===== src/rtl/core/vaf_pkg.sv =====
// Shared types, codes and character constants for the value to ASCII formatter.
package vaf_pkg;

  localparam int unsigned FuncW    = 3;
  localparam int unsigned ValueW   = 32;
  localparam int unsigned CharW    = 8;
  localparam int unsigned InDataW  = 40;  // func + value, padded to whole bytes
  localparam int unsigned OutDataW = 8;

  // Work register: 10 BCD digits, or the value top-aligned with a spare low byte.
  localparam int unsigned WorkW    = 40;
  localparam int unsigned CntW     = 6;   // holds up to 32 body characters
  localparam int unsigned BcdDigits = 10;

  localparam int unsigned ConvSteps = 32;
  localparam int unsigned IterW     = $clog2(ConvSteps);

  localparam logic [CharW-1:0] CharZero   = 8'h30;  // '0'
  localparam logic [CharW-1:0] CharUpperA = 8'h41;  // 'A'
  localparam logic [CharW-1:0] CharX      = 8'h78;  // 'x'
  localparam logic [CharW-1:0] CharPlus   = 8'h2B;  // '+'
  localparam logic [CharW-1:0] CharMinus  = 8'h2D;  // '-'
  localparam logic [3:0]       NibMask    = 4'hF;

  localparam logic [31:0] TrueStr  = 32'h74_72_75_65;     // "true"
  localparam logic [39:0] FalseStr = 40'h66_61_6C_73_65;  // "false"
  localparam logic [31:0] SignBit  = 32'h8000_0000;

  typedef enum logic [FuncW-1:0] {
    FN_CHAR  = 3'd0,
    FN_HEX0X = 3'd1,
    FN_HEX   = 3'd2,
    FN_BOOL  = 3'd3,
    FN_BIN   = 3'd4,
    FN_DEC   = 3'd5
  } func_e;

  typedef enum logic [1:0] {
    ST_IDLE,
    ST_CONV,
    ST_SKIP,
    ST_EMIT
  } ctrl_state_e;

  typedef struct packed {
    logic load;
    logic conv_step;
    logic skip_step;
    logic emit;
  } ctrl_cmd_t;

  typedef struct packed {
    logic in_func_ok;
    logic in_is_dec;
    logic skip_more;
    logic last_char;
    logic out_free;
  } dp_sts_t;

  function automatic logic [CharW-1:0] hex_digit(input logic [3:0] nib);
    logic [3:0] n;
    n = nib & NibMask;
    if (n < 4'd10) return CharZero + CharW'(n);
    else           return CharUpperA + CharW'(n - 4'd10);
  endfunction

endpackage


===== src/rtl/core/value_to_ascii_formatter_top.sv =====
// Top level of the value to ASCII formatter: controller plus datapath on stream ports.
// Formats one 32-bit word per input beat into a run of ASCII characters, one per output
// beat, with tlast on the final character; codes 6 and 7 are dropped without output.
// One item is in work at a time: it is loaded, passes a skip phase, then its characters go
// out one by one, each waiting while the output is stalled. Hex skips one leading zero
// byte per cycle (up to 3 bytes), binary one leading zero bit per cycle; each skipped bit
// is one character fewer.
// Decimal runs a bit-serial binary to BCD conversion over the 32-bit magnitude, then drops
// one leading zero digit per cycle (up to 9), then sends sign and digits. A new item is
// taken as soon as the last character has been loaded into the output register.
module value_to_ascii_formatter_top (
  input  logic                           clk_i,
  input  logic                           rst_ni,
  input  logic                           s_axis_tvalid_i,
  output logic                           s_axis_tready_o,
  input  logic [vaf_pkg::InDataW-1:0]    s_axis_tdata_i,   // [2:0] func, [34:3] value
  output logic                           m_axis_tvalid_o,
  input  logic                           m_axis_tready_i,
  output logic [vaf_pkg::OutDataW-1:0]   m_axis_tdata_o,   // [7:0] ch
  output logic                           m_axis_tlast_o    // last
);
  import vaf_pkg::*;

  ctrl_cmd_t cmd;
  dp_sts_t   sts;

  vaf_ctrl u_ctrl (
    .clk_i      (clk_i),
    .rst_ni     (rst_ni),
    .in_valid_i (s_axis_tvalid_i),
    .in_ready_o (s_axis_tready_o),
    .sts_i      (sts),
    .cmd_o      (cmd)
  );

  vaf_datapath u_datapath (
    .clk_i       (clk_i),
    .rst_ni      (rst_ni),
    .in_func_i   (s_axis_tdata_i[FuncW-1:0]),
    .in_value_i  (s_axis_tdata_i[FuncW +: ValueW]),
    .cmd_i       (cmd),
    .sts_o       (sts),
    .out_valid_o (m_axis_tvalid_o),
    .out_ready_i (m_axis_tready_i),
    .out_ch_o    (m_axis_tdata_o),
    .out_last_o  (m_axis_tlast_o)
  );

endmodule


===== src/rtl/core/vaf_ctrl.sv =====
// Controller state machine: sequences load, BCD conversion, leading-zero skip and emit.
module vaf_ctrl (
  input  logic               clk_i,
  input  logic               rst_ni,
  input  logic               in_valid_i,
  output logic               in_ready_o,
  input  vaf_pkg::dp_sts_t   sts_i,
  output vaf_pkg::ctrl_cmd_t cmd_o
);
  import vaf_pkg::*;

  ctrl_state_e      state_q, state_d;
  logic [IterW-1:0] iter_q, iter_d;

  always_ff @(posedge clk_i or negedge rst_ni) begin
    if (!rst_ni) begin
      state_q <= ST_IDLE;
      iter_q  <= '0;
    end else begin
      state_q <= state_d;
      iter_q  <= iter_d;
    end
  end

  always_comb begin
    state_d    = state_q;
    iter_d     = iter_q;
    in_ready_o = 1'b0;
    cmd_o      = '0;
    unique case (state_q)
      ST_IDLE: begin
        in_ready_o = 1'b1;
        iter_d     = '0;
        if (in_valid_i) begin
          cmd_o.load = 1'b1;
          if (!sts_i.in_func_ok) state_d = ST_IDLE;
          else if (sts_i.in_is_dec) state_d = ST_CONV;
          else state_d = ST_SKIP;
        end
      end
      ST_CONV: begin
        cmd_o.conv_step = 1'b1;
        iter_d          = iter_q + IterW'(1);
        if (iter_q == IterW'(ConvSteps - 1)) state_d = ST_SKIP;
      end
      ST_SKIP: begin
        if (sts_i.skip_more) cmd_o.skip_step = 1'b1;
        else state_d = ST_EMIT;
      end
      ST_EMIT: begin
        if (sts_i.out_free) begin
          cmd_o.emit = 1'b1;
          if (sts_i.last_char) state_d = ST_IDLE;
        end
      end
      default: state_d = ST_IDLE;
    endcase
  end

endmodule


===== src/rtl/core/vaf_datapath.sv =====
// Datapath: work shift register, double-dabble step, digit mapping and output register.
module vaf_datapath (
  input  logic                          clk_i,
  input  logic                          rst_ni,
  input  logic [vaf_pkg::FuncW-1:0]     in_func_i,
  input  logic [vaf_pkg::ValueW-1:0]    in_value_i,
  input  vaf_pkg::ctrl_cmd_t            cmd_i,
  output vaf_pkg::dp_sts_t              sts_o,
  output logic                          out_valid_o,
  input  logic                          out_ready_i,
  output logic [vaf_pkg::CharW-1:0]     out_ch_o,
  output logic                          out_last_o
);
  import vaf_pkg::*;

  func_e             func_q, func_d;
  logic [WorkW-1:0]  sr_q, sr_d;
  logic [ValueW-1:0] mag_q, mag_d;
  logic [CntW-1:0]   cnt_q, cnt_d;
  logic [1:0]        pre_q, pre_d;
  logic              neg_q, neg_d;
  logic              out_valid_q, out_valid_d;
  logic [CharW-1:0]  ch_q, ch_d;
  logic              last_q, last_d;

  func_e             in_func;
  logic [WorkW-1:0]  bcd_adj;
  logic [3:0]        nib;
  logic [CharW-1:0]  body_ch;
  logic [CharW-1:0]  pre_ch;

  assign in_func = func_e'(in_func_i);

  always_ff @(posedge clk_i or negedge rst_ni) begin
    if (!rst_ni) begin
      out_valid_q <= 1'b0;
    end else begin
      out_valid_q <= out_valid_d;
    end
  end

  always_ff @(posedge clk_i) begin
    func_q <= func_d;
    sr_q   <= sr_d;
    mag_q  <= mag_d;
    cnt_q  <= cnt_d;
    pre_q  <= pre_d;
    neg_q  <= neg_d;
    ch_q   <= ch_d;
    last_q <= last_d;
  end

  // Add 3 to every BCD digit of 5 or more before the shift.
  always_comb begin
    for (int i = 0; i < BcdDigits; i++) begin
      nib = sr_q[i*4 +: 4];
      bcd_adj[i*4 +: 4] = (nib >= 4'd5) ? nib + 4'd3 : nib;
    end
  end

  always_comb begin
    sts_o.in_func_ok = 1'b0;
    sts_o.in_is_dec  = 1'b0;
    unique case (in_func)
      FN_CHAR, FN_HEX0X, FN_HEX, FN_BOOL, FN_BIN: sts_o.in_func_ok = 1'b1;
      FN_DEC: begin
        sts_o.in_func_ok = 1'b1;
        sts_o.in_is_dec  = 1'b1;
      end
      default: sts_o.in_func_ok = 1'b0;
    endcase

    unique case (func_q)
      FN_HEX0X, FN_HEX: sts_o.skip_more = (cnt_q > CntW'(2)) && (sr_q[WorkW-1 -: 8] == '0);
      FN_BIN:           sts_o.skip_more = (cnt_q > CntW'(8)) && !sr_q[WorkW-1];
      FN_DEC:           sts_o.skip_more = (cnt_q > CntW'(1)) && (sr_q[WorkW-1 -: 4] == '0);
      default:          sts_o.skip_more = 1'b0;
    endcase

    sts_o.last_char = (pre_q == 2'd0) && (cnt_q == CntW'(1));
    sts_o.out_free  = !out_valid_q || out_ready_i;
  end

  always_comb begin
    unique case (func_q)
      FN_HEX0X, FN_HEX: body_ch = hex_digit(sr_q[WorkW-1 -: 4]);
      FN_BIN:           body_ch = sr_q[WorkW-1] ? CharZero + CharW'(1) : CharZero;
      FN_DEC:           body_ch = CharZero + CharW'(sr_q[WorkW-1 -: 4]);
      default:          body_ch = sr_q[WorkW-1 -: 8];
    endcase
    if (func_q == FN_DEC) pre_ch = neg_q ? CharMinus : CharPlus;
    else                  pre_ch = (pre_q == 2'd2) ? CharZero : CharX;
  end

  always_comb begin
    func_d      = func_q;
    sr_d        = sr_q;
    mag_d       = mag_q;
    cnt_d       = cnt_q;
    pre_d       = pre_q;
    neg_d       = neg_q;
    ch_d        = ch_q;
    last_d      = last_q;
    out_valid_d = out_valid_q && !out_ready_i;

    if (cmd_i.load) begin
      func_d = in_func;
      pre_d  = 2'd0;
      unique case (in_func)
        FN_CHAR: begin
          sr_d  = {in_value_i[7:0], 32'h0};
          cnt_d = CntW'(1);
        end
        FN_HEX0X: begin
          sr_d  = {in_value_i, 8'h0};
          cnt_d = CntW'(8);
          pre_d = 2'd2;
        end
        FN_HEX: begin
          sr_d  = {in_value_i, 8'h0};
          cnt_d = CntW'(8);
        end
        FN_BOOL: begin
          if (in_value_i[0]) begin
            sr_d  = {TrueStr, 8'h0};
            cnt_d = CntW'(4);
          end else begin
            sr_d  = FalseStr;
            cnt_d = CntW'(5);
          end
        end
        FN_BIN: begin
          sr_d  = {in_value_i, 8'h0};
          cnt_d = CntW'(32);
        end
        FN_DEC: begin
          sr_d  = '0;
          neg_d = (in_value_i & SignBit) != '0;
          mag_d = in_value_i[ValueW-1] ? (~in_value_i) + ValueW'(1) : in_value_i;
          cnt_d = CntW'(BcdDigits);
          pre_d = 2'd1;
        end
        default: cnt_d = '0;
      endcase
    end

    if (cmd_i.conv_step) begin
      sr_d  = {bcd_adj[WorkW-2:0], mag_q[ValueW-1]};
      mag_d = {mag_q[ValueW-2:0], 1'b0};
    end

    if (cmd_i.skip_step) begin
      unique case (func_q)
        FN_HEX0X, FN_HEX: begin
          sr_d  = sr_q << 8;
          cnt_d = cnt_q - CntW'(2);
        end
        FN_BIN: begin
          sr_d  = sr_q << 1;
          cnt_d = cnt_q - CntW'(1);
        end
        default: begin
          sr_d  = sr_q << 4;
          cnt_d = cnt_q - CntW'(1);
        end
      endcase
    end

    if (cmd_i.emit) begin
      out_valid_d = 1'b1;
      last_d      = sts_o.last_char;
      if (pre_q != 2'd0) begin
        ch_d  = pre_ch;
        pre_d = pre_q - 2'd1;
      end else begin
        ch_d  = body_ch;
        cnt_d = cnt_q - CntW'(1);
        unique case (func_q)
          FN_HEX0X, FN_HEX, FN_DEC: sr_d = sr_q << 4;
          FN_BIN:                   sr_d = sr_q << 1;
          default:                  sr_d = sr_q << 8;
        endcase
      end
    end
  end

  assign out_valid_o = out_valid_q;
  assign out_ch_o    = ch_q;
  assign out_last_o  = last_q;

endmodule


===== config.mk =====
export PLATFORM = sky130hd
export DESIGN_NAME = value_to_ascii_formatter_top
export DESIGN_NICKNAME = d
export VERILOG_FILES = /design/src/rtl/core/vaf_pkg.sv /design/src/rtl/core/value_to_ascii_formatter_top.sv /design/src/rtl/core/vaf_ctrl.sv /design/src/rtl/core/vaf_datapath.sv
export SDC_FILE = /design/constraint.sdc
export NUM_CORES = 1
export LEC_CHECK = 0
export BUFFER_PORTS_ARGS = -buffer_cell sky130_fd_sc_hd__buf_2
export CAP_MARGIN = 5
export CORE_UTILIZATION = 63
export DETAILED_ROUTE_END_ITERATION = 10
export GPL_TIMING_DRIVEN = 1
export PLACE_DENSITY_LB_ADDON = 0.05
export SYNTH_ARGS = -nofsm -noshare
export SYNTH_HDL_FRONTEND = slang
export SYNTH_SLANG_ARGS = --single-unit

===== constraint.sdc =====
create_clock -name clk_i -period 3 [get_ports clk_i]
set_input_delay 0.3 -clock clk_i [delete_from_list [all_inputs] [get_ports clk_i]]
set_output_delay 0.3 -clock clk_i [all_outputs]
set_load 0.03 [all_outputs]

; ---- After elaboration in Yosys (flattened, before gate mapping)
; Index checks and enable logic that the tools add are counted.
[word_totals]
inputBits = 44
elab_cells = 153
reg_bits = 101
[op_classes]
addsub = 18
order_cmp = 14
reduce_logical = 26
bitwise = 1
eq_ne = 20
n_mux = 62
[op_table]
columns = operator, n
row1 = 40-bit 2-to-1 mux, 5
row2 = 40-bit one-hot mux with 2 select lines, 2
row3 = 40-bit one-hot mux with 4 select lines, 1
row4 = 32-bit 2-to-1 mux, 4
row5 = 4-bit by 3-bit >= comparator with 1-bit output (second input constant), 10
row6 = 37-bit 2-to-1 mux, 1
row7 = 4-bit by 2-bit adder with 4-bit output (second input constant), 9
row8 = 4-bit 2-to-1 mux, 9
row9 = 32-bit by 1-bit adder with 32-bit output (second input constant), 1
row10 = 32-bit inverter, 1
row11 = 6-bit 2-to-1 mux, 5
row12 = 6-bit one-hot mux with 5 select lines, 1
row13 = 8-bit 2-to-1 mux, 3
row14 = 8-bit one-hot mux with 3 select lines, 1
row15 = 2-bit 2-to-1 mux, 10
row16 = 1-bit 2-to-1 mux, 13
row17 = 3-bit equality test (second input constant), 4
row18 = 5-bit one-hot mux with 2 select lines, 1
row19 = 3-bit by 2-bit equality test with 1-bit output (second input constant), 3
row20 = 7-bit by 8-bit adder with 8-bit output (first input constant), 1
row21 = 8-bit zero test, 1
row22 = 2-bit inequality test (second input constant), 4
row23 = 2-bit one-hot mux with 4 select lines, 1
row24 = 2-bit nonzero test, 4
row25 = 32 further kinds, 46

; ---- Depth between registers and ports, before layout
[depth]
word_depth = 8
mapped_depth = 11
ltp_nobuf = 9

; ---- By module
; From an unflattened synthesis, not the netlist that was laid out.
[unflattened]
hier_cells = 1115
area_unflattened_um2 = 8911.0
[by_module_without_submodules]
columns = mod, cells_each, seq_area_each_um2, area_each_um2, instances
row1 = vaf_datapath, 1069, 2327.2, 8398.1, 1
row2 = vaf_ctrl, 46, 175.2, 513.0, 1

; ---- Least setup slack after synthesis
; No wires, ideal clock.
[synth_path]
path_kind = register to register
from = register u_ctrl.state_q[0]
to = register u_datapath.mag_q[10], enable pin
n_path_buf = 2
stages_incl_launch_ff = 9
arrival_time_ns = 2.394
slack_ns = 0.217
t_required_ns = 2.612
path_cell_list = dfrtp_1 > inv_1 > ha_1 > clkbuf_1 > nand2_1 > inv_1 > nand3_1 > clkbuf_1 > nand2_1
[synth_between]
elab_chain_cells = 4
word_cells_on_any_way = 7
cone_classes = 1 x eq/ne / 2 x mux / 4 x reduce/logical
[synth_lines]
columns = item, line
row1 = "start, declared", vaf_ctrl.sv:12  ; ctrl_state_e state_q, state_d;
row2 = "start signal, assigned", vaf_ctrl.sv:20  ; state_q <= state_d;
row3 = 2-bit by 1-bit equality test with 1-bit output or 2-bit zero test (tied branches), vaf_ctrl.sv:30  ; unique case (state_q)
row4 = 1-bit 2-to-1 mux, vaf_ctrl.sv:30
row5 = 2-bit nonzero test (no line), -
row6 = 2-bit AND reduction (no line) (*), -
row7 = "end signal, assigned", vaf_datapath.sv:45  ; mag_q <= mag_d;
row8 = "end, declared", vaf_datapath.sv:18  ; logic [ValueW-1:0] mag_q, mag_d;
; Every way passes the cells marked *; elsewhere a longest branch is shown, timed or not.
; A chain may end at the register's enable or synchronous reset.

; ---- Worst setup path after layout
[layout_path]
from = register u_ctrl.state_q[1]
to = register u_datapath.mag_q[5], data pin
[layout_between]
elab_chain_cells = 3
[layout_lines]
columns = item, line
row1 = 2-bit by 1-bit equality test with 1-bit output, vaf_ctrl.sv:30
row2 = 1-bit 2-to-1 mux, vaf_ctrl.sv:30
row3 = 32-bit 2-to-1 mux, vaf_datapath.sv:147  ; if (cmd_i.conv_step) begin
row4 = net u_datapath.mag_d[5], vaf_datapath.sv:18
; The timed path passes the listed nets, and every way through them passes these cells.

==> metrics.yaml <==
required_ns: 3.16
drc: 0
dr.pass1.iters: 6
crit_chain: "inv_1, ha_1, nand2_1, inv_1, nand3_1, inv_1, nand2_1, o21ai_0"
fin_total_pwr_uw: 10500
antenna_found_initial: 1
synth_top_area_cell: "edfxtp_1"
grt_pass1_wl_um: 46700
cp_num_buf_inv: 3
critPathLaunchType: "register"
ys_warn_count: 0
vias: 9789
p_comb_frac: 0.584
slew_viol_final: 0
max_stage_delay_ns: 0.48
pwr-share-clk: 0.124
setup_viol: 0
io_buffers: 49
h-tree-depth: 3
synthCells: 1204
crit_top_cell: "inv_1"
critPathArrivalTime_ns: 2.91
die_area_um2: 15000
total_leakage_power_uw: 0.00386
postCtsResizedCells: 0
drive_above_1_share: 0.107
yosysSeqAreaShare: 0.274
cts-root-buf: "clkbuf_16"
worstPathMaxFanout: 21
finalCritPeriodShare: 0.914
overflow: 0
numCtsBuffers: 9
synthSimpleGateAreaFrac: 0.179
p_int_uw: 5300
start_util: 0.653
synth_edf_count: 44
synth_async_sr_flop_share: 0.0792
finalCriticalPeriod_ns: 2.74
syn_nets: 1285
dp_hpwl_um: 20500
syn_area_per_cell_um2: 7.58
ys_types: 75
slew_headroom: 0.187
routed_wl_um: 29800
fin_util: 0.703
drtAntennaViolNets: 0
cpLargestDelayFamily: "simple AND/OR/NAND/NOR gates"
synthMuxAreaShare: 0.0277
io_pins: 55
power_density_nw_per_um2: 1060
netlist_top_cells_area: "edfxtp_1, dfxtp_1, a21oi_1, nand2_1, o21ai_0"
syn-cell-area_um2: 9130
cp-end-kind: "register"
setup.worst_path.class: "reg -> reg"
synth_compound_area_frac: 0.341
fin_nets: 1267
gp_congestion: 0.971
core_area_um2: 14000
max_clock_freq_ghz: 0.365
synthAdderAreaFrac: 0.0507
crit_slowest_cell: "nand2_1"
switching_share: 0.493
dominantRegCellSynth: "dfxtp_1"
power_switching_uw: 5160
drt_iter0_markers: 1618
fin_tns_setup_ns: 0
wl_per_cell_um: 21.7
num_rows: 43
synthXorXnorAreaFrac: 0.0556
n_antenna_cell: 0
grt_max_degree: 109
grt_usage: 0.401
area_growth_pct: 7.73
synth_top_family_by_area: "compound AO/OA/AOI/OAI gates"
rsz0062_at_grt: "false"
clock_path_buffers: 2
dieWidth_um: 122
grt_pass1_vias: 8389
hold_violations: 0
power_frac_seq: 0.292
worstMarginPinSlew_ns: 1.22
cts.sinks: 101
cts_tree: "yes"
clk_latency_ns: 0.36
synth_top_area_frac: 0.145
status: "finished, final reports clean"
clk_pin_slew_ns: 0.07
max-vdd-ir-drop_uv: 1120
finClkSkew_ns: 0.0150
synth-seq-cells: 101
holdWs_ns: 0.297
cts_setup_buffers: 0
dieHeight_um: 122
drv_cap: 0
vias_per_cell: 7.14
hp-class: "in -> async"
-- per-layer routing --
layer / share of wire / vias up / track usage
li1: - / 4444 / -
met1: 0.40 / 4487 / 0.572
met2: 0.43 / 750 / 0.586
met3: 0.13 / 106 / 0.0692
met4: 0.042 / 2 / 0.185
met5: 0.00044 / - / 0
-- through the flow --
stage	instances	setup slack, ns	area [µm²]
finish	1371	0.257	9830
global placement	1354	0.386	9510
global route	1371	0.0425	9830
CTS	1371	0.363	9830
detailed placement	1354	0.379	9510
floorplan	1204	0.217	9130
-- worst reg2reg max path, delay by kind of cell (launching register included) --
family                     cells  cell delay (ns)
DFF                            1             0.40
adders and majority gates      1             0.33
AOI/OAI and AO/OA              1             0.42
buffers and inverters          3             0.67
and+or+nand+nor                3             0.73
-- timing repair --
| item | in CTS | in global routing |
|---|---|---|
| hold endpoints to repair | 8 | 0 |
| hold buffers | 1 | 0 |
| endpoints found under the setup margin | 0 | 0 |
-- sequential cells by signal, summed over array words and instances (netlist names) --
signal / flops
u_datapath.cnt_q: 6
u_datapath.mag_q: 32
u_datapath.out_valid_o: 1
u_datapath.out_last_o: 1
u_ctrl.state_q: 2
u_ctrl.iter_q: 5
u_datapath.neg_q: 1
u_datapath.func_q: 3
u_datapath.sr_q: 40
u_datapath.out_ch_o: 8
u_datapath.pre_q: 2
-- cell type report --
class / count / area [µm²]
Sequential cell: 101 / 2500
Timing Repair Buffer: 95 / 631
Clock buffer: 11 / 233
Multi-Input combinational cell: 935 / 6000
Fill cell: 1192 / 4150
Inverter: 44 / 165
Clock inverter: 5 / 82.6
Tap cell: 180 / 225
-- synthesized netlist by cell type (7+ instances only) --
library cell    n
edfxtp_1       44
nand2_1       144
nor3_1         24
xor2_1         32
nand3_1        30
dfrtp_1         8
o21ai_0       100
dfxtp_1        49
xnor2_1        26
nand2b_1       21
a22oi_1        18
nor2_1         50
buf_2          16
mux2i_1        23
nor3b_1        11
ha_1           37
a22o_1         21
o31ai_1        24
a21oi_1       135
clkbuf_1       96
a211oi_1       16
a31oi_1        14
o22ai_1        22
and3_1          7
buf_1          10
a2111oi_0       9
inv_1          43
a221oi_1       22
o211ai_1       17
nor2b_1        14
o221ai_1       19
or3_1           7
-- kinds of logic after synthesis --
logic type,count (synthesis)
and+or+nand+nor,338
adders and majority gates,37
DFF,101
AOI/OAI and AO/OA,477
buffers and inverters,168
xor gates and xnor gates,58
muxes,25
-- power by group through the flow --
stage / combinational (µW) / clock, µW / sequential [µW]
2_1_floorplan: 4870 / 0 / 2410
3_3_place_gp: 5790 / 0 / 3000
3_5_place_dp: 5910 / 0 / 3010
4_1_cts: 5940 / 1300 / 2990
5_1_grt: 6680 / 1340 / 3110
6_report: 6110 / 1300 / 3050
-- path summary, 6_finish.rpt --
check / endpoint / startpoint / cells past startpoint / slack [ns]
setup / recovery: u_datapath.mag_q[5]$_DFFE_PP_ / u_ctrl.state_q[1]$_DFFE_PN0P_ / 8 / 0.26
hold / removal: u_ctrl.state_q[0]$_DFFE_PN0P_ / rst_ni / 2 / 0.30
setup reg to reg: u_datapath.mag_q[5]$_DFFE_PP_ / u_ctrl.state_q[1]$_DFFE_PN0P_ / 8 / 0.26
hold reg to reg: u_datapath.mag_q[0]$_SDFFE_PP0P_ / u_datapath.mag_q[0]$_SDFFE_PP0P_ / 2 / 0.49
max in group asynchronous: u_datapath.out_valid_o$_DFF_PN0_ / rst_ni / 2 / 2.54
min in group clk_i: u_datapath.mag_q[0]$_SDFFE_PP0P_ / s_axis_tdata_i[3] / 3 / 0.31
-- layout by cell type (no fill, tap or decap), drive strengths merged, types with 24 or more instances in the layout --
master	Yosys	final
a21oi	135	135
buf	28	94
dfxtp	49	49
edfxtp	44	44
ha	37	37
inv	43	45
nand2	144	144
nand3	30	30
nor2	51	51
nor3	25	25
o21ai	106	106
o31ai	24	24
xnor2	26	26
xor2	32	32
Note: power is estimated with default switching activity, not from simulation.
